--- src/hdl/jsu_pkg.sv ---
// shared types and constants of the json string unescape unit
package jsu_pkg;

    // decoder modes
    localparam logic [1:0] MODE_START = 2'd0;
    localparam logic [1:0] MODE_BODY  = 2'd1;
    localparam logic [1:0] MODE_ESC   = 2'd2;
    localparam logic [1:0] MODE_HEX   = 2'd3;

    // most result requests that one input byte can cause
    localparam int MAX_RES = 3;

    typedef struct packed {
        logic [1:0]  mode;
        logic [1:0]  hex_count;
        logic [15:0] code_acc;
    } dec_state_t;

    typedef struct packed {
        logic [1:0]               cnt;
        logic [MAX_RES-1:0][7:0]  bytes;
        logic                     bval;
        logic                     done;
    } dec_res_t;

endpackage

--- src/hdl/jsu_decoder.sv ---
// combinational per-byte decode step: escape handling, hex gathering, utf-8 split
module jsu_decoder
(
    input  logic [7:0]          in_byte,
    input  logic                in_last,
    input  jsu_pkg::dec_state_t cur,
    output jsu_pkg::dec_state_t nxt,
    output jsu_pkg::dec_res_t   res
);

    localparam logic [7:0] CH_QUOTE = 8'h22;
    localparam logic [7:0] CH_SLASH = 8'h2F;
    localparam logic [7:0] CH_BSL   = 8'h5C;
    localparam logic [7:0] CH_U     = 8'h75;

    function automatic logic [3:0] hex_value(input logic [7:0] c);
        logic [3:0] v;
        begin
            v = 4'd0;
            if (c >= 8'h30 && c <= 8'h39)
            begin
                v = 4'(c - 8'h30);
            end
            else if (c >= 8'h61 && c <= 8'h66)
            begin
                v = 4'(c - 8'h57);
            end
            else if (c >= 8'h41 && c <= 8'h46)
            begin
                v = 4'(c - 8'h37);
            end
            return v;
        end
    endfunction

    function automatic logic [7:0] escape_map(input logic [7:0] c);
        logic [7:0] r;
        begin
            case (c)
                CH_QUOTE: r = CH_QUOTE;
                CH_SLASH: r = CH_SLASH;
                CH_BSL:   r = CH_BSL;
                8'h62:    r = 8'h08;
                8'h66:    r = 8'h0C;
                8'h6E:    r = 8'h0A;
                8'h72:    r = 8'h0D;
                8'h74:    r = 8'h09;
                default:  r = 8'h00;
            endcase
            return r;
        end
    endfunction

    localparam jsu_pkg::dec_state_t IDLE_ST = '{jsu_pkg::MODE_START, 2'd0, 16'd0};

    logic        body_path;
    logic [15:0] acc_shift;

    assign body_path = (cur.mode == jsu_pkg::MODE_BODY) ||
                       ((cur.mode == jsu_pkg::MODE_START) && (in_byte != CH_QUOTE));
    assign acc_shift = {cur.code_acc[11:0], hex_value(in_byte)};

    always_comb
    begin
        nxt = cur;
        res = '0;
        if (body_path)
        begin
            if (in_byte == CH_QUOTE)
            begin
                res.cnt  = 2'd1;
                res.done = 1'b1;
                nxt      = IDLE_ST;
            end
            else if (in_byte == CH_BSL)
            begin
                if (in_last)
                begin
                    res.cnt  = 2'd1;
                    res.done = 1'b1;
                    nxt      = IDLE_ST;
                end
                else
                begin
                    nxt.mode = jsu_pkg::MODE_ESC;
                end
            end
            else
            begin
                res.cnt      = 2'd1;
                res.bytes[0] = in_byte;
                res.bval     = 1'b1;
                res.done     = in_last;
                nxt.mode     = jsu_pkg::MODE_BODY;
                if (in_last)
                begin
                    nxt = IDLE_ST;
                end
            end
        end
        else
        begin
            case (cur.mode)
                jsu_pkg::MODE_START:
                begin
                    // opening quote
                    if (in_last)
                    begin
                        res.cnt  = 2'd1;
                        res.done = 1'b1;
                        nxt      = IDLE_ST;
                    end
                    else
                    begin
                        nxt.mode = jsu_pkg::MODE_BODY;
                    end
                end
                jsu_pkg::MODE_ESC:
                begin
                    if (in_byte == CH_U)
                    begin
                        if (in_last)
                        begin
                            res.cnt  = 2'd1;
                            res.done = 1'b1;
                            nxt      = IDLE_ST;
                        end
                        else
                        begin
                            nxt.mode      = jsu_pkg::MODE_HEX;
                            nxt.hex_count = 2'd0;
                            nxt.code_acc  = 16'd0;
                        end
                    end
                    else
                    begin
                        res.cnt      = 2'd1;
                        res.bytes[0] = escape_map(in_byte);
                        res.bval     = 1'b1;
                        res.done     = in_last;
                        nxt.mode     = jsu_pkg::MODE_BODY;
                        if (in_last)
                        begin
                            nxt = IDLE_ST;
                        end
                    end
                end
                default:
                begin
                    if (cur.hex_count == 2'd3)
                    begin
                        res.bval = 1'b1;
                        res.done = in_last;
                        if (acc_shift < 16'h0080)
                        begin
                            res.cnt      = 2'd1;
                            res.bytes[0] = acc_shift[7:0];
                        end
                        else if (acc_shift < 16'h0800)
                        begin
                            res.cnt      = 2'd2;
                            res.bytes[0] = {3'b110, acc_shift[10:6]};
                            res.bytes[1] = {2'b10, acc_shift[5:0]};
                        end
                        else
                        begin
                            res.cnt      = 2'd3;
                            res.bytes[0] = {4'b1110, acc_shift[15:12]};
                            res.bytes[1] = {2'b10, acc_shift[11:6]};
                            res.bytes[2] = {2'b10, acc_shift[5:0]};
                        end
                        nxt.mode      = jsu_pkg::MODE_BODY;
                        nxt.hex_count = 2'd0;
                        nxt.code_acc  = 16'd0;
                        if (in_last)
                        begin
                            nxt = IDLE_ST;
                        end
                    end
                    else if (in_last)
                    begin
                        // escape cut short: dropped
                        res.cnt  = 2'd1;
                        res.done = 1'b1;
                        nxt      = IDLE_ST;
                    end
                    else
                    begin
                        nxt.hex_count = cur.hex_count + 2'd1;
                        nxt.code_acc  = acc_shift;
                    end
                end
            endcase
        end
    end

endmodule

--- src/hdl/json_string_unescape_unit.sv ---
// top level of the json string unescape unit: input register, decode, result buffer
//
// usage
//   s_tvalid/s_tready/s_tdata/s_tlast carry raw bytes of a json string literal;
//   s_tlast marks the last byte of the input buffer.
//   m_tvalid/m_tready/m_tdata/m_tuser/m_tlast carry decoded bytes; m_tuser is high
//   when m_tdata holds a decoded byte, m_tlast marks the final request of a string.
//   a closing quote or a cut escape gives one request with m_tuser low, m_tdata zero.
// data path: an accepted byte sits in the input register, then is decoded into
//   the result buffer once that buffer can take it and offers its first result
//   request from there.
// throughput: one input byte per cycle while each byte gives at most one result and
//   m_tready stays high; a \u escape that expands to two or three utf-8 bytes holds
//   the result buffer until the single output port has drained all of them.
// reset: decoder returns to waiting for an optional opening quote, both
//   registers are emptied.
// stall: when m_tready is low the result buffer holds and the input register
//   fills, after which s_tready drops; no request is lost or repeated.
module json_string_unescape_unit
(
    input  logic       clk,
    input  logic       rst_n,
    input  logic       s_tvalid,
    output logic       s_tready,
    input  logic [7:0] s_tdata,   // [7:0] in_byte
    input  logic       s_tlast,   // in_last
    output logic       m_tvalid,
    input  logic       m_tready,
    output logic [7:0] m_tdata,   // [7:0] out_byte
    output logic       m_tuser,   // [0] byte_valid
    output logic       m_tlast    // string_done
);

    // input register
    logic       in_v_reg;
    logic [7:0] in_b_reg;
    logic       in_l_reg;

    // decoder state
    jsu_pkg::dec_state_t st_reg;
    jsu_pkg::dec_state_t st_next;
    jsu_pkg::dec_res_t   dec_res;

    // result buffer: up to three pending result requests
    logic [jsu_pkg::MAX_RES-1:0][7:0] rb_reg;
    logic [1:0] rem_reg;
    logic [1:0] pos_reg;
    logic       bval_reg;
    logic       done_reg;

    logic load_ok;
    logic consume;
    logic out_take;

    jsu_decoder u_dec
    (
        .in_byte (in_b_reg),
        .in_last (in_l_reg),
        .cur     (st_reg),
        .nxt     (st_next),
        .res     (dec_res)
    );

    assign out_take = m_tvalid && m_tready;
    // buffer can take a fresh item when empty or its last request leaves now
    assign load_ok  = (rem_reg == 2'd0) || ((rem_reg == 2'd1) && m_tready);
    assign consume  = in_v_reg && load_ok;
    assign s_tready = !in_v_reg || consume;

    assign m_tvalid = (rem_reg != 2'd0);
    assign m_tdata  = rb_reg[pos_reg];
    assign m_tuser  = bval_reg;
    assign m_tlast  = done_reg && (rem_reg == 2'd1);

    // input register control
    always_ff @(posedge clk or negedge rst_n)
    begin
        if (!rst_n)
        begin
            in_v_reg <= 1'b0;
        end
        else if (s_tready)
        begin
            in_v_reg <= s_tvalid;
        end
    end

    always_ff @(posedge clk)
    begin
        if (s_tready && s_tvalid)
        begin
            in_b_reg <= s_tdata;
            in_l_reg <= s_tlast;
        end
    end

    // decoder state and result buffer control
    always_ff @(posedge clk or negedge rst_n)
    begin
        if (!rst_n)
        begin
            st_reg   <= '{jsu_pkg::MODE_START, 2'd0, 16'd0};
            rem_reg  <= 2'd0;
            pos_reg  <= 2'd0;
            bval_reg <= 1'b0;
            done_reg <= 1'b0;
        end
        else if (consume)
        begin
            st_reg   <= st_next;
            rem_reg  <= dec_res.cnt;
            pos_reg  <= 2'd0;
            bval_reg <= dec_res.bval;
            done_reg <= dec_res.done;
        end
        else if (out_take)
        begin
            rem_reg <= rem_reg - 2'd1;
            if (rem_reg != 2'd1)
            begin
                pos_reg <= pos_reg + 2'd1;
            end
        end
    end

    // result payload
    always_ff @(posedge clk)
    begin
        if (consume)
        begin
            rb_reg <= dec_res.bytes;
        end
    end

endmodule

--- config.mk ---
export PLATFORM = sky130hd
export DESIGN_NAME = json_string_unescape_unit
export DESIGN_NICKNAME = d
export VERILOG_FILES = /design/src/hdl/jsu_pkg.sv /design/src/hdl/jsu_decoder.sv /design/src/hdl/json_string_unescape_unit.sv
export SDC_FILE = /design/constraint.sdc
export NUM_CORES = 1
export LEC_CHECK = 0
export ABC_AREA = 1
export BUFFER_PORTS_ARGS = -buffer_cell sky130_fd_sc_hd__buf_4
export CAP_MARGIN = 30
export CORE_MARGIN = 5
export CORE_UTILIZATION = 25
export CTS_CLUSTER_DIAMETER = 50
export DETAILED_ROUTE_END_ITERATION = 10
export GPL_ROUTABILITY_DRIVEN = 0
export PLACE_DENSITY = 0.39
export SLEW_MARGIN = 20
export SYNTH_ARGS = -nofsm -noshare
export SYNTH_HDL_FRONTEND = slang
export SYNTH_SLANG_ARGS = --single-unit
--- constraint.sdc ---
create_clock -name clk -period 1.7 [get_ports clk]
set_input_delay 0.085 -clock clk [delete_from_list [all_inputs] [get_ports clk]]
set_output_delay 0.085 -clock clk [all_outputs]
set_load 0.01 [all_outputs]
* Word-level counts from Yosys, hierarchy flattened
Index checks and enable logic that the tools add are counted.
** Cells by class
- $add $sub $neg :: 6
- Order comparisons :: 9
- Equality and inequality tests :: 15
- Mux-type cells :: 49
- Bitwise gates (word level) :: 1
- Reductions and logical operators :: 23
** Operator list (count)
- $mux 20 :: 6
- $eq 8x7->1 const B :: 7
- $pmux 7 s8 :: 1
- $pmux 20 s2 :: 1
- $mux 19 :: 2
- $mux 18 :: 2
- $mux 9 :: 4
- $mux 2 :: 12
- $mux 8 :: 3
- $pmux 9 s2 :: 1
- $bmux 8 s2 :: 1
- $eq 8x6->1 const B :: 2
- $ge 8x7->1 const B :: 2
- $le 8x7->1 const B :: 2
- $lt 16x12->1 const B :: 1
- $lt 16x8->1 const B :: 1
- $mux 14 :: 1
- $mux 4 :: 3
- $mux 10 :: 1
- $logic_and 1x1->1 :: 9
- $mux 1 :: 9
- $ge 8x6->1 const B :: 1
- $le 8x6->1 const B :: 1
- $ne 8x6->1 const B :: 1
- other kinds (19) :: 29
** Storage, ports and cells
- Register bits :: 60
- Input bits :: 13
- Output and inout port bits :: 12
- Logic and storage cells :: 117

* Longest topological paths before layout
Gate-level depths: netlist of the first run.
- Depth in word-level cells :: 12
- Gate-level depth with buffers :: 13
- Mapped depth without buffers :: 13

* By module
A second synthesis of the first run with hierarchy kept.
** Second synthesis, totals
- Cells, all modules :: 474
- Area total of the unflattened synthesis :: 3751.1 µm²
** By module, submodules not included
- json_string_unescape_unit :: instances 1, cells each 206, area each 2366.0 µm², sequential area each 1666.6 µm²
- jsu_decoder :: instances 1, cells each 268, area each 1385.1 µm², sequential area each 0.0 µm²

* Worst setup path before layout of the first run
Ideal clock, no wire load.
- Path kind :: reg-to-reg
- From :: reg rem_reg[0]
- To :: reg rb_reg[0] in the netlist's numbering, enable pin
- Setup time :: 0.370 ns
- Data arrival time :: 1.538 ns
- Data required time :: 1.330 ns
- Setup slack :: -0.208 ns
- Stages on the path, launching flop included :: 8
- Path buffers :: 1
- Clock period less this slack :: 1.908 ns
- Cell sequence :: dfrtp_1 inv_1 ha_1 inv_1 a21oi_1 nand2_1 inv_1 buf_2
** On the way
- Longest elaborated chain between the ends :: 4
- Elaborated cells between the ends (all ways) :: 5
- Classes of those cells :: eq/ne: 1; reduce/logical: 4
** RTL lines
- from (decl) :: RTL line json_string_unescape_unit.sv:46 : logic [1:0] rem_reg;
- from (signal assigned) :: RTL line json_string_unescape_unit.sv:111 : rem_reg <= dec_res.cnt;
- from (signal assigned) :: RTL line json_string_unescape_unit.sv:118 : rem_reg <= rem_reg - 2'd1;
- $eq 2x1->1 :: RTL line json_string_unescape_unit.sv:66 : assign load_ok = (rem_reg == 2'd0) || ((rem_reg == 2'd1) && m_tready);
- $logic_and 1x1->1 :: RTL line json_string_unescape_unit.sv:66
- $logic_or 1x1->1 * :: RTL line json_string_unescape_unit.sv:66
- $logic_and 1x1->1 * :: RTL line json_string_unescape_unit.sv:67 : assign consume = in_v_reg && load_ok;
- named net consume :: RTL line json_string_unescape_unit.sv:52 : logic consume;
- to (signal assigned) :: RTL line json_string_unescape_unit.sv:131 : rb_reg <= dec_res.bytes;
- to (decl) :: RTL line json_string_unescape_unit.sv:45 : logic [jsu_pkg::MAX_RES-1:0][7:0] rb_reg;
The timed path passes the listed nets; every way through them passes the cells marked *.
A chain may end at the register's enable or synchronous reset.

* Worst setup path after layout of the first run
- From :: reg in_b_reg[0]
- To :: reg st_reg[19] in the netlist's numbering
** On the way
- Longest elaborated chain between the ends :: 5
- Elaborated cells between the ends (all ways) :: 13
- Classes of those cells :: eq/ne: 4; mux: 5; reduce/logical: 4
** RTL lines
- from (decl) :: RTL line json_string_unescape_unit.sv:36 : logic [7:0] in_b_reg;
- from (signal assigned) :: RTL line json_string_unescape_unit.sv:92 : in_b_reg <= s_tdata;
- $ne 8x6->1 :: RTL line jsu_decoder.sv:60 : ((cur.mode == jsu_pkg::MODE_START) && (in_byte != CH_QUOTE));
- $logic_and 1x1->1 :: RTL line jsu_decoder.sv:60
- $logic_or 1x1->1 :: RTL line jsu_decoder.sv:59 : assign body_path = (cur.mode == jsu_pkg::MODE_BODY) ||
- $reduce_bool 5->1 (no source line)
- $reduce_and 2->1 (no source line)
- to (signal assigned) :: RTL line json_string_unescape_unit.sv:102 : st_reg <= '{jsu_pkg::MODE_START, 2'd0, 16'd0};
- to (signal assigned) :: RTL line json_string_unescape_unit.sv:110 : st_reg <= st_next;
- to (decl) :: RTL line json_string_unescape_unit.sv:40 : jsu_pkg::dec_state_t st_reg;
Parallel ways exist; a longest one is shown, timed or not.

==> run metrics, run 1 <==
Worst IR Drop VDD=0.603 mV; first-pass GRT wire length=17.5 mm; Cell variety after synth=33; DR vias/cell=between 4 and 5; overall routed net length=10.8 mm; setup ws final=-0.113 ns; DRC viols=0; Cell Area, Placed=roughly 4200 um2; vias in the first global route=3278; fin area=between 5000 and 6000 um2; Hold Slack=0.0138 ns; CTS Buf Count=5; P_sw=3.52 mW; Setup CP Type=flip-flop to flip-flop; Switching Fraction=0.438; clock slew at reported path FFs=approximately 0.080 ns; clock share of power=0.140; CP Max Fanout=5; Setup TNS=-1.76 ns; pin count of the biggest net entering global routing=24; Slew Limit Fails=0; Finished Core Util=0.386; clock insertion delay at the later pin of the skew report=0.31 ns; die area=15700 um2; IO buf count=24; Via Count=3286; FMAX=between 500 and 600 MHz; FF+latch count, synth=54; post-synthesis net count=around 470; most common cell after layout, fill and taps aside=nand2_1; pwr/cell area=1580 nW/um2; share of Yosys cell area claimed by the top area cell type=0.280; post-synth top area cell=edfxtp_1; HP Class=input pin to flip-flop; Worst Path Arrival=approximately 2.0 ns; Ys Warns=0; Max-slew headroom=0.772; startpoint types=flip-flop; Required @ worst endpoint=1.89 ns; starting density of the core=0.253; layout cell share with drive strength beyond 1=0.384; Inserted Diodes=0; CTS HTree Levels=2; minimum clock period after layout=1.81 ns; Power Internal=4.51 mW; register area share after synthesis=0.453; Max Cap Violations=0; Leakage=2.20 nW; dpl hpwl=~8.1 mm; Area contributors post-synth=edfxtp_1, dfrtp_1, nand2_1; RSZ-0062 raised after global routing=true; drt first pass iters=4; Die Span Y=between 100 and 150 um; WP buf/inv=4; number of flip-flops in the largest register=22; Reg power frac=0.264; CTS tree=built; cells along the critical path=inv_2 > ha_4 > nand2_4 > nor2_4 > nand2_4 > o21ai_4 > buf_12 > buf_8 > nand2_2 > nand2_2 > inv_2 > o21ai_1 > o21ai_1; starting DRC count in detailed routing=214; CP max stage cell=edfxtp_1; fin crit share=1.07; CP peak stage delay=0.42 ns; Die W=125 um; Root Buffer=clkbuf_16; Total GRT Usage=0.139; cell family with most CP delay=buffers and inverters; Final Power=8.02 mW; status=complete, but fails checks; Setup Viol. Count Final=29; Setup Skew=0.00861 ns; worst slew pin tran=0.342 ns; initial antenna violation count=0; failing checks=setup timing; remaining antenna violation count=0; cell area after synthesis=3330 um2; core area=13100 um2; Comb power frac=0.596; Hold Vio Cnt, Final=0; I/O pins=25; CP Capture Type=flip-flop; CTS max path bufs=2; grt ovf=0; # nets final=581; Post-Syn Instances=447; WL per Instance=14.6 um; clk sinks=54; P&R area growth vs syn=52.4%; commonest non-fill, non-tap cells in the layout=nand2_1, buf_4, nor2_1; Syn Area/Cell=7.45 um2; fillers=1414; row count=42
[worst reg2reg max path, delay by kind of cell, from the launching register on]
kind | cells | cell delay (ns)
buf+inv | 4 | 0.46
flops | 1 | 0.42
simple gates | 5 | 0.36
compound gates | 3 | 0.29
fa+ha+maj | 1 | 0.17
[power by group through the flow]
stage | Sequential, mW | Combinational (mW) | Clock [mW]
2_1_floorplan | 2.11 | 2.14 | 0
3_3_place_gp | 2.15 | 4.10 | 0
3_5_place_dp | 2.15 | 4.09 | 0
4_1_cts | 2.12 | 4.56 | 1.18
5_1_grt | 2.17 | 5.25 | 1.23
6_report | 2.12 | 4.78 | 1.12
[cells in the mapped netlist]
cell type	n
a21oi_1	33
a21oi_2	1
a22oi_1	3
buf_1	1
buf_2	3
buf_4	1
buf_6	3
clkbuf_1	3
dfrtp_1	23
edfxtp_1	31
ha_1	7
inv_1	48
inv_2	5
nand2_1	145
nand2_2	1
nand2_4	2
nand3_1	31
nand3_2	1
nand3b_1	1
nand4_1	2
nor2_1	45
nor2_2	1
nor2_4	3
nor3_1	2
nor3_2	1
o211ai_1	2
o21ai_0	34
o21ai_1	7
o21ai_2	2
o21ai_4	1
o22ai_1	2
o31ai_1	1
or2_2	1
[layout make-up]
type                    instances  area [um2]  share of cell area
clock inverters                 3        28.8             0.00567
repair buffers                117        1050               0.206
well taps                     176         220              0.0434
inverters                      53         213              0.0419
repair inverters                1        6.26             0.00123
flip-flops and latches         54        1510               0.297
multi-input cells             329        1930               0.380
clock buffers                   5         125              0.0247
[layer usage]
| layer | vias up | wire, um | GRT usage | part of all wire |
|---|---|---|---|---|
| met5 | - | 0 | 0 | 0 |
| met4 | 0 | 209 | 0.0434 | 0.019 |
| met3 | 8 | 291 | 0.0264 | 0.027 |
| met2 | 33 | 5030 | 0.222 | 0.47 |
| met1 | 1546 | 5230 | 0.191 | 0.49 |
| li1 | 1699 | - | - | - |
[final timing paths]
| path | slack (ns) | startpoint | to | cells after the start |
|---|---|---|---|---|
| worst min-delay path | 0.01 | s_tvalid | in_v_reg$_DFFE_PN0N_ | 3 |
| worst max-delay path | -0.11 | in_b_reg[0]$_DFFE_PP_ | st_reg[19]$_DFFE_PN0P_ | 13 |
| min in group asynchronous | 0.21 | rst_n | pos_reg[1]$_DFFE_PN0P_ | 2 |
| worst min register to register | 0.50 | st_reg[17]$_DFFE_PN0P_ | st_reg[17]$_DFFE_PN0P_ | 2 |
| max in group asynchronous | 1.23 | rst_n | st_reg[18]$_DFFE_PN0P_ | 2 |
| worst max register to register | -0.11 | in_b_reg[0]$_DFFE_PP_ | st_reg[19]$_DFFE_PN0P_ | 13 |
[kinds of logic (layout without fill, tap and decap cells)]
group | count (synthesis) | count (layout) | synth area share
simple gates | 236 | 236 | 0.298
compound gates | 86 | 86 | 0.141
buf+inv | 64 | 179 | 0.0812
flops | 54 | 54 | 0.453
fa+ha+maj | 7 | 7 | 0.0263
[per-stage QoR]
step                setup slack [ns]  cells
finish                        -0.113    738
global route                  -0.247    738
CTS                          -0.0780    731
detailed placement            -0.256    701
global placement              -0.238    701
floorplan                    -0.0287    447
[what timing repair did]
item,4_1_cts,5_1_grt
resized for setup,69,72
hold buffers,10,0
cloned,0,1
setup endpoints to repair,66,73
pin swaps,13,18
endpoints found under the hold margin,32,0
setup buffers,12,6
No activity file was read; power rests on OpenSTA's default activity.
==> run 2, diff against run 1 <==
--- a/config.mk
+++ b/config.mk
@@ -17,4 +17,5 @@
 export SLEW_MARGIN = 20
 export SYNTH_ARGS = -nofsm -noshare
 export SYNTH_HDL_FRONTEND = slang
+export SYNTH_HIERARCHICAL = 1
 export SYNTH_SLANG_ARGS = --single-unit
==> run 2 against run 1 <==
Clock skew is 0.0014 ns higher; synthesized cell count is 0.89% lower; critical path depth unchanged; sequential share of layout area grew 1.3 points; count of clock-buffer cells in the layout stayed put; core utilization fell by 2.2 points; synthesized area grew 6.1%; largest cell class unchanged; hold slack gained 0.15 ns; register-to-register slack got worse by 0.02 ns; clock power shrank 4%; critical endpoint is now rem_reg[0]$_DFFE_PN0P_; combinational power shrank 46%; global-route usage decreased by 1.3 points; the flow still finishes with violations (setup timing).
==> run metrics, run 2 <==
Root Buffer=clkbuf_16 (unchanged); Final Power=5.76 mW (was 8.02 mW); P_sw=2.26 mW (was 3.52 mW); Setup CP Type=flip-flop to flip-flop (unchanged); Post-Syn Instances=443 (was 447); I/O pins=25 (unchanged); starting density of the core=0.254 (was 0.253); Inserted Diodes=0 (unchanged); # nets final=565 (was 581); Comb power frac=0.446 (was 0.596); CTS HTree Levels=2 (unchanged); Total GRT Usage=0.126 (was 0.139); Hold Vio Cnt, Final=0 (unchanged); GR peak layer=met2 (unchanged); M3 GR Usage=0.0245 (was 0.0264); CTS max path bufs=2 (unchanged); row count=43 (was 42); Cell Area, Placed=4410 um2 (was 4200 um2); minimum clock period after layout=1.84 ns (was 1.81 ns); r2r startpoint=in_b_reg[0]$_DFFE_PP_ (unchanged); vias in the first global route=3161 (was 3278); P&R area growth vs syn=42.9% (was 52.4%); commonest non-fill, non-tap cells in the layout=nand2_1, buf_4, inv_1 (was nand2_1, buf_4, nor2_1); drt first pass iters=4 (unchanged); first-pass GRT wire length=16.4 mm (was 17.5 mm); die area=16600 um2 (was 15700 um2); status=complete, but fails checks (unchanged); CP Capture Type=flip-flop (unchanged); overall routed net length=10.1 mm (was 10.8 mm); met2 GRT Util=0.209 (was 0.222); Worst Path Arrival=2.04 ns (was 2.00 ns); Switching Fraction=0.392 (was 0.438); layout cell share with drive strength beyond 1=0.375 (was 0.384); Setup Viol. Count Final=23 (was 29); pwr/cell area=1140 nW/um2 (was 1580 nW/um2); number of flip-flops in the largest register=24 (was 22); Hold Slack=0.162 ns (was 0.0138 ns); Max-slew headroom=0.601 (was 0.772); clock slew at reported path FFs=0.08 ns (about the same); starting DRC count in detailed routing=126 (was 214); failing checks=setup timing (unchanged); DRC viols=0 (unchanged); core area=13900 um2 (was 13100 um2); pin count of the biggest net entering global routing=25 (was 24); CTS tree=built (unchanged); r2r setup slk=-0.14 ns (was -0.11 ns); DR vias/cell=4.41 (was 4.45); crit path to=rem_reg[0]$_DFFE_PN0P_ (was st_reg[19]$_DFFE_PN0P_); Post-Place Setup Slack=-0.231 ns (was -0.256 ns); HP Class=input pin to flip-flop (unchanged); Leakage=2.21 nW (was 2.20 nW); Slew Limit Fails=0 (unchanged); fin crit share=1.08 (was 1.07); Required @ worst endpoint=1.90 ns (was 1.89 ns); dpl hpwl=7.66 mm (was 8.07 mm); Setup Skew=0.0100 ns (was 0.00861 ns); crit path from=in_b_reg[0]$_DFFE_PP_ (unchanged); IO buf count=24 (unchanged); met1 GRT Util=0.169 (was 0.191); startpoint types=flip-flop (unchanged); Via Count=3202 (was 3286); Die W=129 um (was 125 um); Worst IR Drop VDD=0.801 mV (was 0.603 mV); clock share of power=0.188 (was 0.140); cells on worst reg2reg path=13 (unchanged); cell area after synthesis=3530 um2 (was 3330 um2); fin area=5050 um2 (was 5070 um2); R2R Path End=rem_reg[0]$_DFFE_PN0P_ (was st_reg[19]$_DFFE_PN0P_); CP Max Fanout=5 (unchanged); initial antenna violation count=0 (unchanged); RSZ-0062 raised after global routing=true (unchanged); most common cell after layout, fill and taps aside=nand2_1 (unchanged); Power Internal=3.50 mW (was 4.51 mW); setup ws final=-0.135 ns (was -0.113 ns); clock insertion delay at the later pin of the skew report=0.30 ns (was 0.31 ns); Finished Core Util=0.364 (was 0.386); Syn Area/Cell=7.97 um2 (was 7.45 um2); FMAX=545 MHz (was 551 MHz); remaining antenna violation count=0 (unchanged); WL per Instance=13.9 um (was 14.6 um); grt ovf=0 (unchanged); clk sinks=56 (was 54); Reg power frac=0.366 (was 0.264); Max Cap Violations=0 (unchanged); Ys Warns=6 (was 0); Die Span Y=129 um (was 125 um); CTS Buf Count=5 (unchanged); worst slew pin tran=0.599 ns (was 0.342 ns)
run 2: cell types whose count changed in the layout (fill, tap and decap cells not counted), sizes merged, moves of 4 or more:
cell / change
nand2: -12
o31ai: +8
buf: -6
nand3: +11
nand4: +5
inv: -4
a21oi: -18
o21ai: -19
nor2: +5
run 2: area by class of cell:
| class | instances | area [um2] |
|---|---|---|
| fillers | 1471 | 8830 |
| multi-input cells | 321 | 1960 |
| flip-flops and latches | 56 | 1570 |
| repair buffers | 112 | 955 |
| well taps | 180 | 225 |
| inverters | 49 | 191 |
| clock buffers | 5 | 125 |
| clock inverters | 3 | 22.5 |
run 2: how the worst min path moves through the flow:
stage / startpoint / to / slack, ns / depth (start not counted)
3_3_place_gp: rst_n / pos_reg[1]$_DFFE_PN0P_ / 0.03 / 1
6_report: m_tready / in_v_reg$_DFFE_PN0P_ / 0.16 / 4
3_5_place_dp: rst_n / pos_reg[1]$_DFFE_PN0P_ / 0.02 / 1
4_1_cts: m_tready / in_v_reg$_DFFE_PN0P_ / 0.15 / 4
5_1_grt: m_tready / pos_reg[1]$_DFFE_PN0P_ / 0.16 / 3
2_1_floorplan: rst_n / done_reg$_DFFE_PN0P_ / -0.21 / 0
run 2: power by group through the flow:
stage / clock (mW) / combinational [mW] / sequential (mW)
floorplan: 0 / 1.49 / 2.04
global placement: 0 / 2.34 / 2.13
detailed placement: 0 / 2.33 / 2.14
CTS: 1.13 / 2.50 / 2.10
global route: 1.19 / 2.85 / 2.15
finish: 1.08 / 2.57 / 2.11
run 2: timing repair:
item	4_1_cts	5_1_grt
pin swaps	19	15
endpoints found under the setup margin	34	41
hold endpoints to repair	33	0
hold buffers	11	0
setup buffers	5	2
gates resized for setup	46	49
run 2: stage by stage:
step / cells / setup TNS (ns)
floorplan: 444 / -0.686
global placement: 703 / -3.41
detailed placement: 703 / -4.06
CTS: 725 / -1.41
global route: 726 / -5.72
finish: 726 / -1.39
run 2: layer usage:
layer	vias to the layer above	share of wire
li1	1668	-
met1	1482	0.47
met2	46	0.48
met3	6	0.034
met4	0	0.010
met5	-	0
run 2: critical path, cell delays in order (launching register included):
cell and delay [ns]:
edfxtp_1 0.40, inv_2 0.12, ha_4 0.15, nand2_4 0.05
nor2_4 0.10, nand3_4 0.09, o21ai_4 0.24, nand2_2 0.09
o21ai_2 0.17, a21boi_4 0.08, inv_1 0.06, nand3_1 0.06
nand3_1 0.07, nand2_1 0.05
